--- src/design/csav_pkg.sv ---
`timescale 1ns / 1ps

package csav_pkg;

  localparam int COORD_W = 32;
  localparam int DIFF_W  = 33;
  localparam int SUM_W   = 66;
  localparam int LEN_W   = 33;

  localparam logic FUNC_MOVE = 1'b0;
  localparam logic FUNC_LOAD = 1'b1;

  typedef logic signed [COORD_W-1:0] coord_t;
  typedef logic signed [DIFF_W-1:0]  diff_t;

endpackage

--- src/design/csav_in_if.sv ---
`timescale 1ns / 1ps

interface csav_in_if import csav_pkg::*; ();
  logic   valid;
  logic   ready;
  logic   func;
  coord_t step_distance;
  coord_t load_eye_x;
  coord_t load_eye_y;
  coord_t load_eye_z;
  coord_t load_target_x;
  coord_t load_target_y;
  coord_t load_target_z;

  modport source (
    output valid, func, step_distance, load_eye_x, load_eye_y, load_eye_z,
           load_target_x, load_target_y, load_target_z,
    input  ready
  );
  modport sink (
    input  valid, func, step_distance, load_eye_x, load_eye_y, load_eye_z,
           load_target_x, load_target_y, load_target_z,
    output ready
  );
endinterface

--- src/design/csav_out_if.sv ---
`timescale 1ns / 1ps

interface csav_out_if import csav_pkg::*; ();
  logic   valid;
  logic   ready;
  coord_t eye_x;
  coord_t eye_y;
  coord_t eye_z;
  coord_t target_x;
  coord_t target_y;
  coord_t target_z;
  logic   degenerate;

  modport source (
    output valid, eye_x, eye_y, eye_z, target_x, target_y, target_z, degenerate,
    input  ready
  );
  modport sink (
    input  valid, eye_x, eye_y, eye_z, target_x, target_y, target_z, degenerate,
    output ready
  );
endinterface

--- src/design/camera_step_along_view_top.sv ---
`timescale 1ns / 1ps

// Camera that steps its eye and target points along the view direction.
// Input channel in_ch: one item per command. func selects load (write both
// points) or move (advance both points by step_distance along the unit
// vector from eye to target). Output channel out_ch: exactly one item per
// input item, carrying both points after the command and a degenerate flag
// (set when a move found eye == target; points then unchanged).
// Coordinates are signed fixed point with FRAC_BITS fraction bits.
// A load goes from its accept through ST_OUT into the output register. A
// move runs bit-serially: a difference step, the squared length summed
// over the three axes on a serial multiplier, the square root, then per axis
// a divide, a multiply, a rounding and an update step, and last ST_OUT.
// One item is in work at a time; in_ch.ready is high only when idle.
// The result sits in an output register; a stalled receiver holds the block
// at its final step, and the next item can be taken before it is drained.
// Reset (rst_n low, synchronous) zeroes both points and empties the output.
module camera_step_along_view_top import csav_pkg::*; #(
  parameter int FRAC_BITS = 16
) (
  input logic        clk,
  input logic        rst_n,
  csav_in_if.sink    in_ch,
  csav_out_if.source out_ch
);
  localparam int QW = FRAC_BITS + 1;
  localparam int PW = QW + 32;

  typedef enum logic [3:0] {
    ST_IDLE, ST_DIFF, ST_SQ_GO, ST_SQ_WAIT, ST_CHK, ST_SQRT,
    ST_DV_GO, ST_DV_WAIT, ST_ML_WAIT, ST_RND, ST_UPD, ST_OUT
  } state_t;

  state_t           state_r;
  coord_t           eye_r [3];
  coord_t           tgt_r [3];
  diff_t            d_r   [3];
  logic [1:0]       ax_r;
  coord_t           step_r;
  logic [SUM_W-1:0] sum_r;
  logic [LEN_W-1:0] len_r;
  logic [32:0]      pm_r;
  logic             degen_r;
  logic             out_valid_r;
  coord_t           out_eye_r [3];
  coord_t           out_tgt_r [3];
  logic             out_degen_r;

  // serial unit hookup
  logic             sq_start, sq_done;
  logic [63:0]      sq_p;
  logic             rt_start, rt_done;
  logic [LEN_W-1:0] rt_root;
  logic             dv_start, dv_done;
  logic [QW-1:0]    dv_q;
  logic             ml_start, ml_done;
  logic [PW-1:0]    ml_p;
  logic [31:0]      d_mag;
  logic [31:0]      step_mag;
  logic             in_acc;
  logic             out_free;

  function automatic logic [31:0] mag33(input diff_t v);
    diff_t n;
    n = -v;
    return v[DIFF_W-1] ? n[31:0] : v[31:0];
  endfunction

  // coordinate plus signed offset, clamped to the 32-bit range
  function automatic coord_t add_sat(input coord_t c, input logic [32:0] pm,
                                     input logic neg);
    logic signed [34:0] s;
    logic signed [34:0] off;
    off = neg ? -$signed({2'b00, pm}) : $signed({2'b00, pm});
    s   = 35'(c) + off;
    if (s > 35'sd2147483647) return 32'sh7FFFFFFF;
    else if (s < -35'sd2147483648) return 32'sh80000000;
    else return s[31:0];
  endfunction

  assign d_mag    = mag33(d_r[ax_r]);
  assign step_mag = step_r[31] ? 32'(-step_r) : 32'(step_r);

  assign sq_start = (state_r == ST_SQ_GO);
  assign rt_start = (state_r == ST_CHK) && (sum_r != '0);
  assign dv_start = (state_r == ST_DV_GO);
  assign ml_start = (state_r == ST_DV_WAIT) && dv_done;

  assign in_acc   = in_ch.valid && in_ch.ready;
  assign out_free = !out_valid_r || out_ch.ready;

  csav_smul #(.WA(32), .WB(32)) u_sq (
    .clk(clk), .rst_n(rst_n), .start(sq_start),
    .a(d_mag), .b(d_mag), .done(sq_done), .p(sq_p)
  );

  csav_isqrt u_rt (
    .clk(clk), .rst_n(rst_n), .start(rt_start),
    .val(sum_r), .done(rt_done), .root(rt_root)
  );

  csav_sdiv #(.FRAC_BITS(FRAC_BITS)) u_dv (
    .clk(clk), .rst_n(rst_n), .start(dv_start),
    .m(d_mag), .len(len_r), .done(dv_done), .q(dv_q)
  );

  csav_smul #(.WA(32), .WB(QW)) u_ml (
    .clk(clk), .rst_n(rst_n), .start(ml_start),
    .a(step_mag), .b(dv_q), .done(ml_done), .p(ml_p)
  );

  always_ff @(posedge clk) begin
    if (!rst_n) begin
      state_r     <= ST_IDLE;
      out_valid_r <= 1'b0;
      ax_r        <= '0;
      for (int i = 0; i < 3; i++) begin
        eye_r[i] <= '0;
        tgt_r[i] <= '0;
      end
    end else begin
      // ST_OUT reloads the output register itself when it is drained
      if (out_valid_r && out_ch.ready && state_r != ST_OUT) out_valid_r <= 1'b0;
      case (state_r)
        ST_IDLE: begin
          if (in_acc) begin
            if (in_ch.func == FUNC_LOAD) begin
              eye_r[0] <= in_ch.load_eye_x;
              eye_r[1] <= in_ch.load_eye_y;
              eye_r[2] <= in_ch.load_eye_z;
              tgt_r[0] <= in_ch.load_target_x;
              tgt_r[1] <= in_ch.load_target_y;
              tgt_r[2] <= in_ch.load_target_z;
              degen_r  <= 1'b0;
              state_r  <= ST_OUT;
            end else begin
              step_r  <= in_ch.step_distance;
              state_r <= ST_DIFF;
            end
          end
        end
        ST_DIFF: begin
          for (int i = 0; i < 3; i++) d_r[i] <= diff_t'(tgt_r[i]) - diff_t'(eye_r[i]);
          sum_r   <= '0;
          ax_r    <= '0;
          state_r <= ST_SQ_GO;
        end
        ST_SQ_GO: state_r <= ST_SQ_WAIT;
        ST_SQ_WAIT: begin
          if (sq_done) begin
            sum_r <= sum_r + SUM_W'(sq_p);
            if (ax_r == 2'd2) begin
              state_r <= ST_CHK;
            end else begin
              ax_r    <= ax_r + 1'b1;
              state_r <= ST_SQ_GO;
            end
          end
        end
        ST_CHK: begin
          if (sum_r == '0) begin
            degen_r <= 1'b1;
            state_r <= ST_OUT;
          end else begin
            degen_r <= 1'b0;
            state_r <= ST_SQRT;
          end
        end
        ST_SQRT: begin
          if (rt_done) begin
            len_r   <= rt_root;
            ax_r    <= '0;
            state_r <= ST_DV_GO;
          end
        end
        ST_DV_GO: state_r <= ST_DV_WAIT;
        ST_DV_WAIT: begin
          if (dv_done) state_r <= ST_ML_WAIT;
        end
        ST_ML_WAIT: begin
          if (ml_done) state_r <= ST_RND;
        end
        ST_RND: begin
          // round half away from zero on the magnitude
          pm_r    <= 33'((ml_p + (PW'(1) << (FRAC_BITS - 1))) >> FRAC_BITS);
          state_r <= ST_UPD;
        end
        ST_UPD: begin
          eye_r[ax_r] <= add_sat(eye_r[ax_r], pm_r, d_r[ax_r][DIFF_W-1] ^ step_r[31]);
          tgt_r[ax_r] <= add_sat(tgt_r[ax_r], pm_r, d_r[ax_r][DIFF_W-1] ^ step_r[31]);
          if (ax_r == 2'd2) begin
            state_r <= ST_OUT;
          end else begin
            ax_r    <= ax_r + 1'b1;
            state_r <= ST_DV_GO;
          end
        end
        ST_OUT: begin
          if (out_free) begin
            out_valid_r <= 1'b1;
            for (int i = 0; i < 3; i++) begin
              out_eye_r[i] <= eye_r[i];
              out_tgt_r[i] <= tgt_r[i];
            end
            out_degen_r <= degen_r;
            state_r     <= ST_IDLE;
          end
        end
        default: state_r <= ST_IDLE;
      endcase
    end
  end

  assign in_ch.ready       = (state_r == ST_IDLE);
  assign out_ch.valid      = out_valid_r;
  assign out_ch.eye_x      = out_eye_r[0];
  assign out_ch.eye_y      = out_eye_r[1];
  assign out_ch.eye_z      = out_eye_r[2];
  assign out_ch.target_x   = out_tgt_r[0];
  assign out_ch.target_y   = out_tgt_r[1];
  assign out_ch.target_z   = out_tgt_r[2];
  assign out_ch.degenerate = out_degen_r;
endmodule

--- src/design/csav_smul.sv ---
`timescale 1ns / 1ps

// Bit-serial unsigned multiplier, one bit of b per cycle, MSB first.
module csav_smul #(
  parameter int WA = 32,
  parameter int WB = 32
) (
  input  logic             clk,
  input  logic             rst_n,
  input  logic             start,
  input  logic [WA-1:0]    a,
  input  logic [WB-1:0]    b,
  output logic             done,
  output logic [WA+WB-1:0] p
);
  localparam int CW = $clog2(WB + 1);

  logic             busy_r;
  logic             done_r;
  logic [CW-1:0]    cnt_r;
  logic [WA-1:0]    a_r;
  logic [WB-1:0]    b_r;
  logic [WA+WB-1:0] p_r;

  always_ff @(posedge clk) begin
    if (!rst_n) begin
      busy_r <= 1'b0;
      done_r <= 1'b0;
      cnt_r  <= '0;
    end else begin
      done_r <= 1'b0;
      if (start) begin
        busy_r <= 1'b1;
        cnt_r  <= CW'(WB);
      end else if (busy_r) begin
        cnt_r <= cnt_r - 1'b1;
        if (cnt_r == CW'(1)) begin
          busy_r <= 1'b0;
          done_r <= 1'b1;
        end
      end
    end
  end

  always_ff @(posedge clk) begin
    if (start) begin
      a_r <= a;
      b_r <= b;
      p_r <= '0;
    end else if (busy_r) begin
      p_r <= (p_r << 1) + (b_r[WB-1] ? {{WB{1'b0}}, a_r} : '0);
      b_r <= b_r << 1;
    end
  end

  assign done = done_r;
  assign p    = p_r;
endmodule

--- src/design/csav_isqrt.sv ---
`timescale 1ns / 1ps

// Digit-by-digit integer square root, one bit pair per cycle.
module csav_isqrt import csav_pkg::*; (
  input  logic             clk,
  input  logic             rst_n,
  input  logic             start,
  input  logic [SUM_W-1:0] val,
  output logic             done,
  output logic [LEN_W-1:0] root
);
  localparam int RW = LEN_W + 3;   // remainder after shifting in a pair
  localparam int CW = $clog2(LEN_W + 1);

  logic             busy_r;
  logic             done_r;
  logic [CW-1:0]    cnt_r;
  logic [SUM_W-1:0] val_r;
  logic [RW-3:0]    rem_r;
  logic [LEN_W-1:0] root_r;
  logic [RW-1:0]    rem_sh;
  logic [RW-1:0]    trial;
  logic             take;

  assign rem_sh = {rem_r, val_r[SUM_W-1 -: 2]};
  assign trial  = {1'b0, root_r, 2'b01};
  assign take   = (rem_sh >= trial);

  always_ff @(posedge clk) begin
    if (!rst_n) begin
      busy_r <= 1'b0;
      done_r <= 1'b0;
      cnt_r  <= '0;
    end else begin
      done_r <= 1'b0;
      if (start) begin
        busy_r <= 1'b1;
        cnt_r  <= CW'(LEN_W);
      end else if (busy_r) begin
        cnt_r <= cnt_r - 1'b1;
        if (cnt_r == CW'(1)) begin
          busy_r <= 1'b0;
          done_r <= 1'b1;
        end
      end
    end
  end

  always_ff @(posedge clk) begin
    if (start) begin
      val_r  <= val;
      rem_r  <= '0;
      root_r <= '0;
    end else if (busy_r) begin
      val_r  <= val_r << 2;
      rem_r  <= take ? (RW-2)'(rem_sh - trial) : (RW-2)'(rem_sh);
      root_r <= {root_r[LEN_W-2:0], take};
    end
  end

  assign done = done_r;
  assign root = root_r;
endmodule

--- src/design/csav_sdiv.sv ---
`timescale 1ns / 1ps

// Restoring divider for (m << FRAC_BITS) / len, with len >= m so the
// quotient fits FRAC_BITS+1 bits. One quotient bit per cycle.
module csav_sdiv import csav_pkg::*; #(
  parameter int FRAC_BITS = 16
) (
  input  logic               clk,
  input  logic               rst_n,
  input  logic               start,
  input  logic [31:0]        m,
  input  logic [LEN_W-1:0]   len,
  output logic               done,
  output logic [FRAC_BITS:0] q
);
  localparam int QW = FRAC_BITS + 1;
  localparam int CW = $clog2(QW + 1);

  logic             busy_r;
  logic             done_r;
  logic [CW-1:0]    cnt_r;
  logic [LEN_W-1:0] rem_r;
  logic [LEN_W-1:0] len_r;
  logic [QW-1:0]    ds_r;
  logic [QW-1:0]    q_r;
  logic [LEN_W:0]   r2;
  logic             take;

  assign r2   = {rem_r, ds_r[QW-1]};
  assign take = (r2 >= {1'b0, len_r});

  always_ff @(posedge clk) begin
    if (!rst_n) begin
      busy_r <= 1'b0;
      done_r <= 1'b0;
      cnt_r  <= '0;
    end else begin
      done_r <= 1'b0;
      if (start) begin
        busy_r <= 1'b1;
        cnt_r  <= CW'(QW);
      end else if (busy_r) begin
        cnt_r <= cnt_r - 1'b1;
        if (cnt_r == CW'(1)) begin
          busy_r <= 1'b0;
          done_r <= 1'b1;
        end
      end
    end
  end

  // upper dividend bits (m >> 1) are below len, so start there
  always_ff @(posedge clk) begin
    if (start) begin
      rem_r <= {2'b00, m[31:1]};
      len_r <= len;
      ds_r  <= {m[0], {FRAC_BITS{1'b0}}};
      q_r   <= '0;
    end else if (busy_r) begin
      rem_r <= take ? LEN_W'(r2 - {1'b0, len_r}) : LEN_W'(r2);
      ds_r  <= ds_r << 1;
      q_r   <= {q_r[QW-2:0], take};
    end
  end

  assign done = done_r;
  assign q    = q_r;
endmodule

--- src/flat_wrapper.sv ---
// flat-port wrapper written by rule: the top's interface ports become plain ports
module camera_step_along_view_top_flat import csav_pkg::*;
#(
  parameter int FRAC_BITS = 16
)
  (clk, rst_n, in_ch_valid, in_ch_func, in_ch_step_distance, in_ch_load_eye_x, in_ch_load_eye_y, in_ch_load_eye_z, in_ch_load_target_x, in_ch_load_target_y, in_ch_load_target_z, in_ch_ready, out_ch_valid, out_ch_eye_x, out_ch_eye_y, out_ch_eye_z, out_ch_target_x, out_ch_target_y, out_ch_target_z, out_ch_degenerate, out_ch_ready);
  csav_in_if in_ch_i ();
  csav_out_if out_ch_i ();
  input logic clk;
  input logic rst_n;
  input wire logic [$bits(in_ch_i.valid)-1:0] in_ch_valid;
  input wire logic [$bits(in_ch_i.func)-1:0] in_ch_func;
  input wire logic [$bits(in_ch_i.step_distance)-1:0] in_ch_step_distance;
  input wire logic [$bits(in_ch_i.load_eye_x)-1:0] in_ch_load_eye_x;
  input wire logic [$bits(in_ch_i.load_eye_y)-1:0] in_ch_load_eye_y;
  input wire logic [$bits(in_ch_i.load_eye_z)-1:0] in_ch_load_eye_z;
  input wire logic [$bits(in_ch_i.load_target_x)-1:0] in_ch_load_target_x;
  input wire logic [$bits(in_ch_i.load_target_y)-1:0] in_ch_load_target_y;
  input wire logic [$bits(in_ch_i.load_target_z)-1:0] in_ch_load_target_z;
  output wire logic [$bits(in_ch_i.ready)-1:0] in_ch_ready;
  output wire logic [$bits(out_ch_i.valid)-1:0] out_ch_valid;
  output wire logic [$bits(out_ch_i.eye_x)-1:0] out_ch_eye_x;
  output wire logic [$bits(out_ch_i.eye_y)-1:0] out_ch_eye_y;
  output wire logic [$bits(out_ch_i.eye_z)-1:0] out_ch_eye_z;
  output wire logic [$bits(out_ch_i.target_x)-1:0] out_ch_target_x;
  output wire logic [$bits(out_ch_i.target_y)-1:0] out_ch_target_y;
  output wire logic [$bits(out_ch_i.target_z)-1:0] out_ch_target_z;
  output wire logic [$bits(out_ch_i.degenerate)-1:0] out_ch_degenerate;
  input wire logic [$bits(out_ch_i.ready)-1:0] out_ch_ready;
  assign in_ch_i.valid = in_ch_valid;
  assign in_ch_i.func = in_ch_func;
  assign in_ch_i.step_distance = in_ch_step_distance;
  assign in_ch_i.load_eye_x = in_ch_load_eye_x;
  assign in_ch_i.load_eye_y = in_ch_load_eye_y;
  assign in_ch_i.load_eye_z = in_ch_load_eye_z;
  assign in_ch_i.load_target_x = in_ch_load_target_x;
  assign in_ch_i.load_target_y = in_ch_load_target_y;
  assign in_ch_i.load_target_z = in_ch_load_target_z;
  assign in_ch_ready = in_ch_i.ready;
  assign out_ch_valid = out_ch_i.valid;
  assign out_ch_eye_x = out_ch_i.eye_x;
  assign out_ch_eye_y = out_ch_i.eye_y;
  assign out_ch_eye_z = out_ch_i.eye_z;
  assign out_ch_target_x = out_ch_i.target_x;
  assign out_ch_target_y = out_ch_i.target_y;
  assign out_ch_target_z = out_ch_i.target_z;
  assign out_ch_degenerate = out_ch_i.degenerate;
  assign out_ch_i.ready = out_ch_ready;
  camera_step_along_view_top #(.FRAC_BITS(FRAC_BITS)) u_core (.clk(clk), .rst_n(rst_n), .in_ch(in_ch_i), .out_ch(out_ch_i));
endmodule
--- config.mk ---
export PLATFORM = sky130hd
export DESIGN_NAME = camera_step_along_view_top_flat
export DESIGN_NICKNAME = d
export VERILOG_FILES = /design/src/design/csav_pkg.sv /design/src/design/csav_in_if.sv /design/src/design/csav_out_if.sv /design/src/design/camera_step_along_view_top.sv /design/src/design/csav_smul.sv /design/src/design/csav_isqrt.sv /design/src/design/csav_sdiv.sv /design/src/flat_wrapper.sv
export SDC_FILE = /design/constraint.sdc
export NUM_CORES = 2
export LEC_CHECK = 0
export BUFFER_PORTS_ARGS = -buffer_cell sky130_fd_sc_hd__buf_2
export CORE_MARGIN = 2
export CORE_UTILIZATION = 49
export CTS_CLUSTER_SIZE = 30
export DETAILED_ROUTE_END_ITERATION = 10
export PLACE_DENSITY = 0.67
export SETUP_SLACK_MARGIN = 0.05
export SLEW_MARGIN = 15
export SYNTH_ARGS = -nofsm -noshare
export SYNTH_HDL_FRONTEND = slang
export SYNTH_HIERARCHICAL = 1
export SYNTH_SLANG_ARGS = --single-unit
--- constraint.sdc ---
create_clock -name clk -period 18.1 [get_ports clk]
set_input_delay 3.62 -clock clk [delete_from_list [all_inputs] [get_ports clk]]
set_output_delay 3.62 -clock clk [all_outputs]
set_load 0.02 [all_outputs]
==> flow_summary_export.csv <==
group,metric,value,unit
detailed_routing,met3_wirelength,21.5,mm
detailed_routing,dr_wl_met2,99.3,mm
synthesis,yosysWarnings,6,
critical_path,critPathRequiredTime,18570,ps
critical_path,cpMostUsedCell,"o211ai_1",
floorplanning,fp.dieW,380,microns
cts,cts_buffers,135,
cts,clockRootBuffer,"clkbuf_16",
grt,grt_pass1_wl,328,mm
cts,postCtsSetupBuffers,0,
detailed_routing,drt_iter0_markers,5964,
detailed_routing,wire_per_inst,25.3,microns
synthesis,postSynthAreaPerCell,10.7,sq um
synthesis,synth-seq-cells,1195,
synthesis,ys_types,117,
timing,fin_setup_tns,0,ps
place,port_buffers,423,
power_and_ir_drop,power_density,150,nW/um^2
detailed_routing,ant_nets,0,
timing,fmax,144,MHz
floorplanning,fp.dieH,380,microns
cts,clock_latency,800,ps
critical_path,path_max_fanout,34,
critical_path,crit_path_top_delay_cell,"nor2_2",
detailed_routing,viasPerCell,6.10,
timing,hold_violations,0,
power_and_ir_drop,vdd_drop_max,0.000160,V
place,dpl.hpwl,172,mm
timing,clock_skew,39.6,ps
detailed_routing,routed_wirelength,224,mm
place,routabilityCongestion,1.03,
cts,cts_htree_levels,4,
critical_path,path_cells,"mux2i_1 -> o21a_1 -> xnor2_1 -> buf_4 -> nor2_1 -> a21o_1 -> ha_1 -> a211oi_1 -> o211ai_1 -> a31oi_1 -> o211ai_1 -> o21ai_1 -> mux2i_1 -> o211ai_1 -> and3_1 -> nor2_2 -> o21ai_0",
grt,grt_pass1_vias,51475,
detailed_routing,drtPass1Iterations,6,
cts,hold_buffers,0,
floorplanning,start_util,49.5,%
floorplanning,dieArea,144000,sq um
grt,overflow,0,
synthesis,synth_area,69200,sq um
timing,holdWs,416,ps
critical_path,cp_data_arrival_time,7410,ps
finish,syn_to_final_growth,12.4,%
finish,stdcell_area,77800,sq um
critical_path,max_stage_delay,970,ps
finish,nets,7456,
floorplanning,rows,137,
critical_path,start_kind,"register",
critical_path,path_class,"reg -> reg",
synthesis,syn_inst,6485,
synthesis,syn_nets,7099,
cts,cts_tree,"done",
finish,nFillCells,12129,
floorplanning,pin_count,424,
run_status,status,"finished, final reports clean",
synthesis,ys.flop_type,"edfxtp_1",
run,drv_cap,0,
timing,rsz0062_at_grt,"false",
place,placed_cell_area,73100,sq um
timing,setup_violations,0,
cts,cts.sinks,1195,
timing,finalCritPeriodShare,38.3,%
floorplanning,core_area,140000,sq um
hold_path,hold_class,"reg -> reg",
timing,worst_pin_slew,1280,ps
synthesis,synthArstFlopShare,0,%
cts,cts_buffer_depth,3,
cts,clk_transition_reported_paths,60,ps
detailed_routing,drcViolationCount,0,
timing,relSlewSlack,14.9,%
critical_path,end_kind,"register",
detailed_routing,met1_length,92.7,mm
synthesis,synth_edf_count,957,
timing,post-route-min-period,6930,ps
power_and_ir_drop,p_leak,29.7,nW
grt,antenna_found_initial,33,
finish,layout-drive-gt1-share,14.4,%
detailed_routing,top_layer,"met5",
cts,cts_resized,0,
grt,grt_max_degree,87,
synthesis,ys_seq_area_share,48.4,%
timing,drv_slew,0,
detailed_routing,vias,53929,
grt,grtUsageTotal,30.1,%
==> placed cells by master (no fill, tap or decap), drive strengths merged, types with 17 or more instances in the layout <==
master / instances
a211o: 23
o21bai: 48
nor3: 91
nor2: 510
nand3: 120
a22o: 32
dfxtp: 238
mux2i: 153
nand4: 82
a21oi: 432
xnor2: 299
edfxtp: 957
o2111ai: 19
a311oi: 24
inv: 342
o21ai: 429
or2: 18
o211ai: 46
and2: 121
or3: 26
and3: 63
nand2: 546
buf: 483
nor2b: 55
a211oi: 85
clkinv: 61
xor2: 183
ha: 376
nor4: 45
a221o: 73
clkbuf: 170
mux4: 64
o31ai: 44
a31oi: 53
nand2b: 39
a21o: 167
o21a: 79
o221ai: 17
a21boi: 18
mux2: 115
==> worst paths after layout <==
path,from,end,slack (ps),cells past startpoint
worst min-delay path,u_core/len_r[8],u_core/u_dv/len_r[8],420,0
worst max register to register,register,u_core/tgt_r[2][4],11170,17
worst max-delay path,register,u_core/tgt_r[2][4],11170,17
worst min register to register,u_core/len_r[8],u_core/u_dv/len_r[8],420,0
==> final cells by class <==
| type | instances | area [sq um] | share of cell area (%) |
|---|---|---|---|
| sequential | 1195 | 33500 | 43.1 |
| multi-input combinational | 4685 | 33400 | 42.9 |
| clock buffer | 170 | 3580 | 4.61 |
| timing repair buffer | 483 | 2570 | 3.30 |
| tap | 1876 | 2350 | 3.02 |
| inverter | 342 | 1280 | 1.65 |
| clock inverter | 82 | 1100 | 1.41 |
| antenna | 10 | 25.0 | 0.0322 |
==> flip-flops by register name (all words and copies together), names as in the netlist, 33 cells and up, named ones only <==
name	cells
u_core/u_dv/len_r	33
u_core/eye_r	128
u_core/u_sq/p	64
u_core/pm_r	33
u_core/len_r	33
u_core/u_rt/val_r	66
u_core/u_ml/p	49
u_core/out_tgt_r	96
u_core/tgt_r	128
u_core/u_rt/root	33
u_core/out_eye_r	96
u_core/u_rt/rem_r	34
u_core/d_r	99
u_core/sum_r	66
u_core/u_dv/rem_r	33
==> routing by layer <==
metal | up-vias | global-route usage (%)
met5 | - | 0
met4 | 20 | 13.2
met3 | 485 | 6.34
met2 | 2562 | 46.4
met1 | 25990 | 41.1
li1 | 24872 | -
==> cell families (layout without fill, tap and decap cells) <==
logic type,count (synthesis),after routing,share of synthesized area [%]
AND/OR/NAND/NOR,1780,1780,12.2
adder cells (fa/ha/maj),385,385,7.06
flip-flops,1195,1195,48.4
other,0,10,0
multiplexers,332,332,6.16
XOR/XNOR,482,482,6.13
buffers and inverters,605,1077,3.55
AO/OA/AOI/OAI,1706,1706,16.5
==> synthesized netlist by cell type, types with 153 or more instances <==
master / n / share of area, %
xor2_1: 180 / 2.3
nand2_1: 543 / 2.9
mux2i_1: 153 / 2.2
edfxtp_1: 957 / 42
o21ai_0: 337 / 2.4
dfxtp_1: 238 / 6.9
nor2_1: 501 / 2.7
a21oi_1: 427 / 3.1
xnor2_1: 299 / 3.8
clkbuf_1: 178 / 0.97
a21o_1: 165 / 1.8
ha_1: 376 / 6.8
inv_1: 337 / 1.8
==> report_power, final <==
group	switching [mW]	internal, mW	leakage, nW
clock network	1.21	1.63	2.23
registers	0.478	3.58	11.0
logic	3.04	1.73	16.5
==> through the flow <==
step | worst slack, ps | util [%] | cells | power (mW)
finish | 11170 | 55.6 | 8843 | 11.7
global route | 10810 | 55.6 | 8833 | 12.2
CTS | 11250 | 55.6 | 8833 | 11.6
detailed placement | 11240 | 52.3 | 8581 | 8.73
global placement | 11380 | 52.3 | 8581 | 8.69
floorplan | 216 | - | 6485 | 7.30
==> critical path: cells and delay by family, from the launching register on <==
family	cells	cell delay (ps)
DFF	1	730
xor gates and xnor gates	1	200
and+or+nand+nor	3	1320
muxes	2	570
AOI/OAI and AO/OA	9	3170
adders and majority gates	1	310
buffers and inverters	1	260
(Power assumes the default switching activity.)
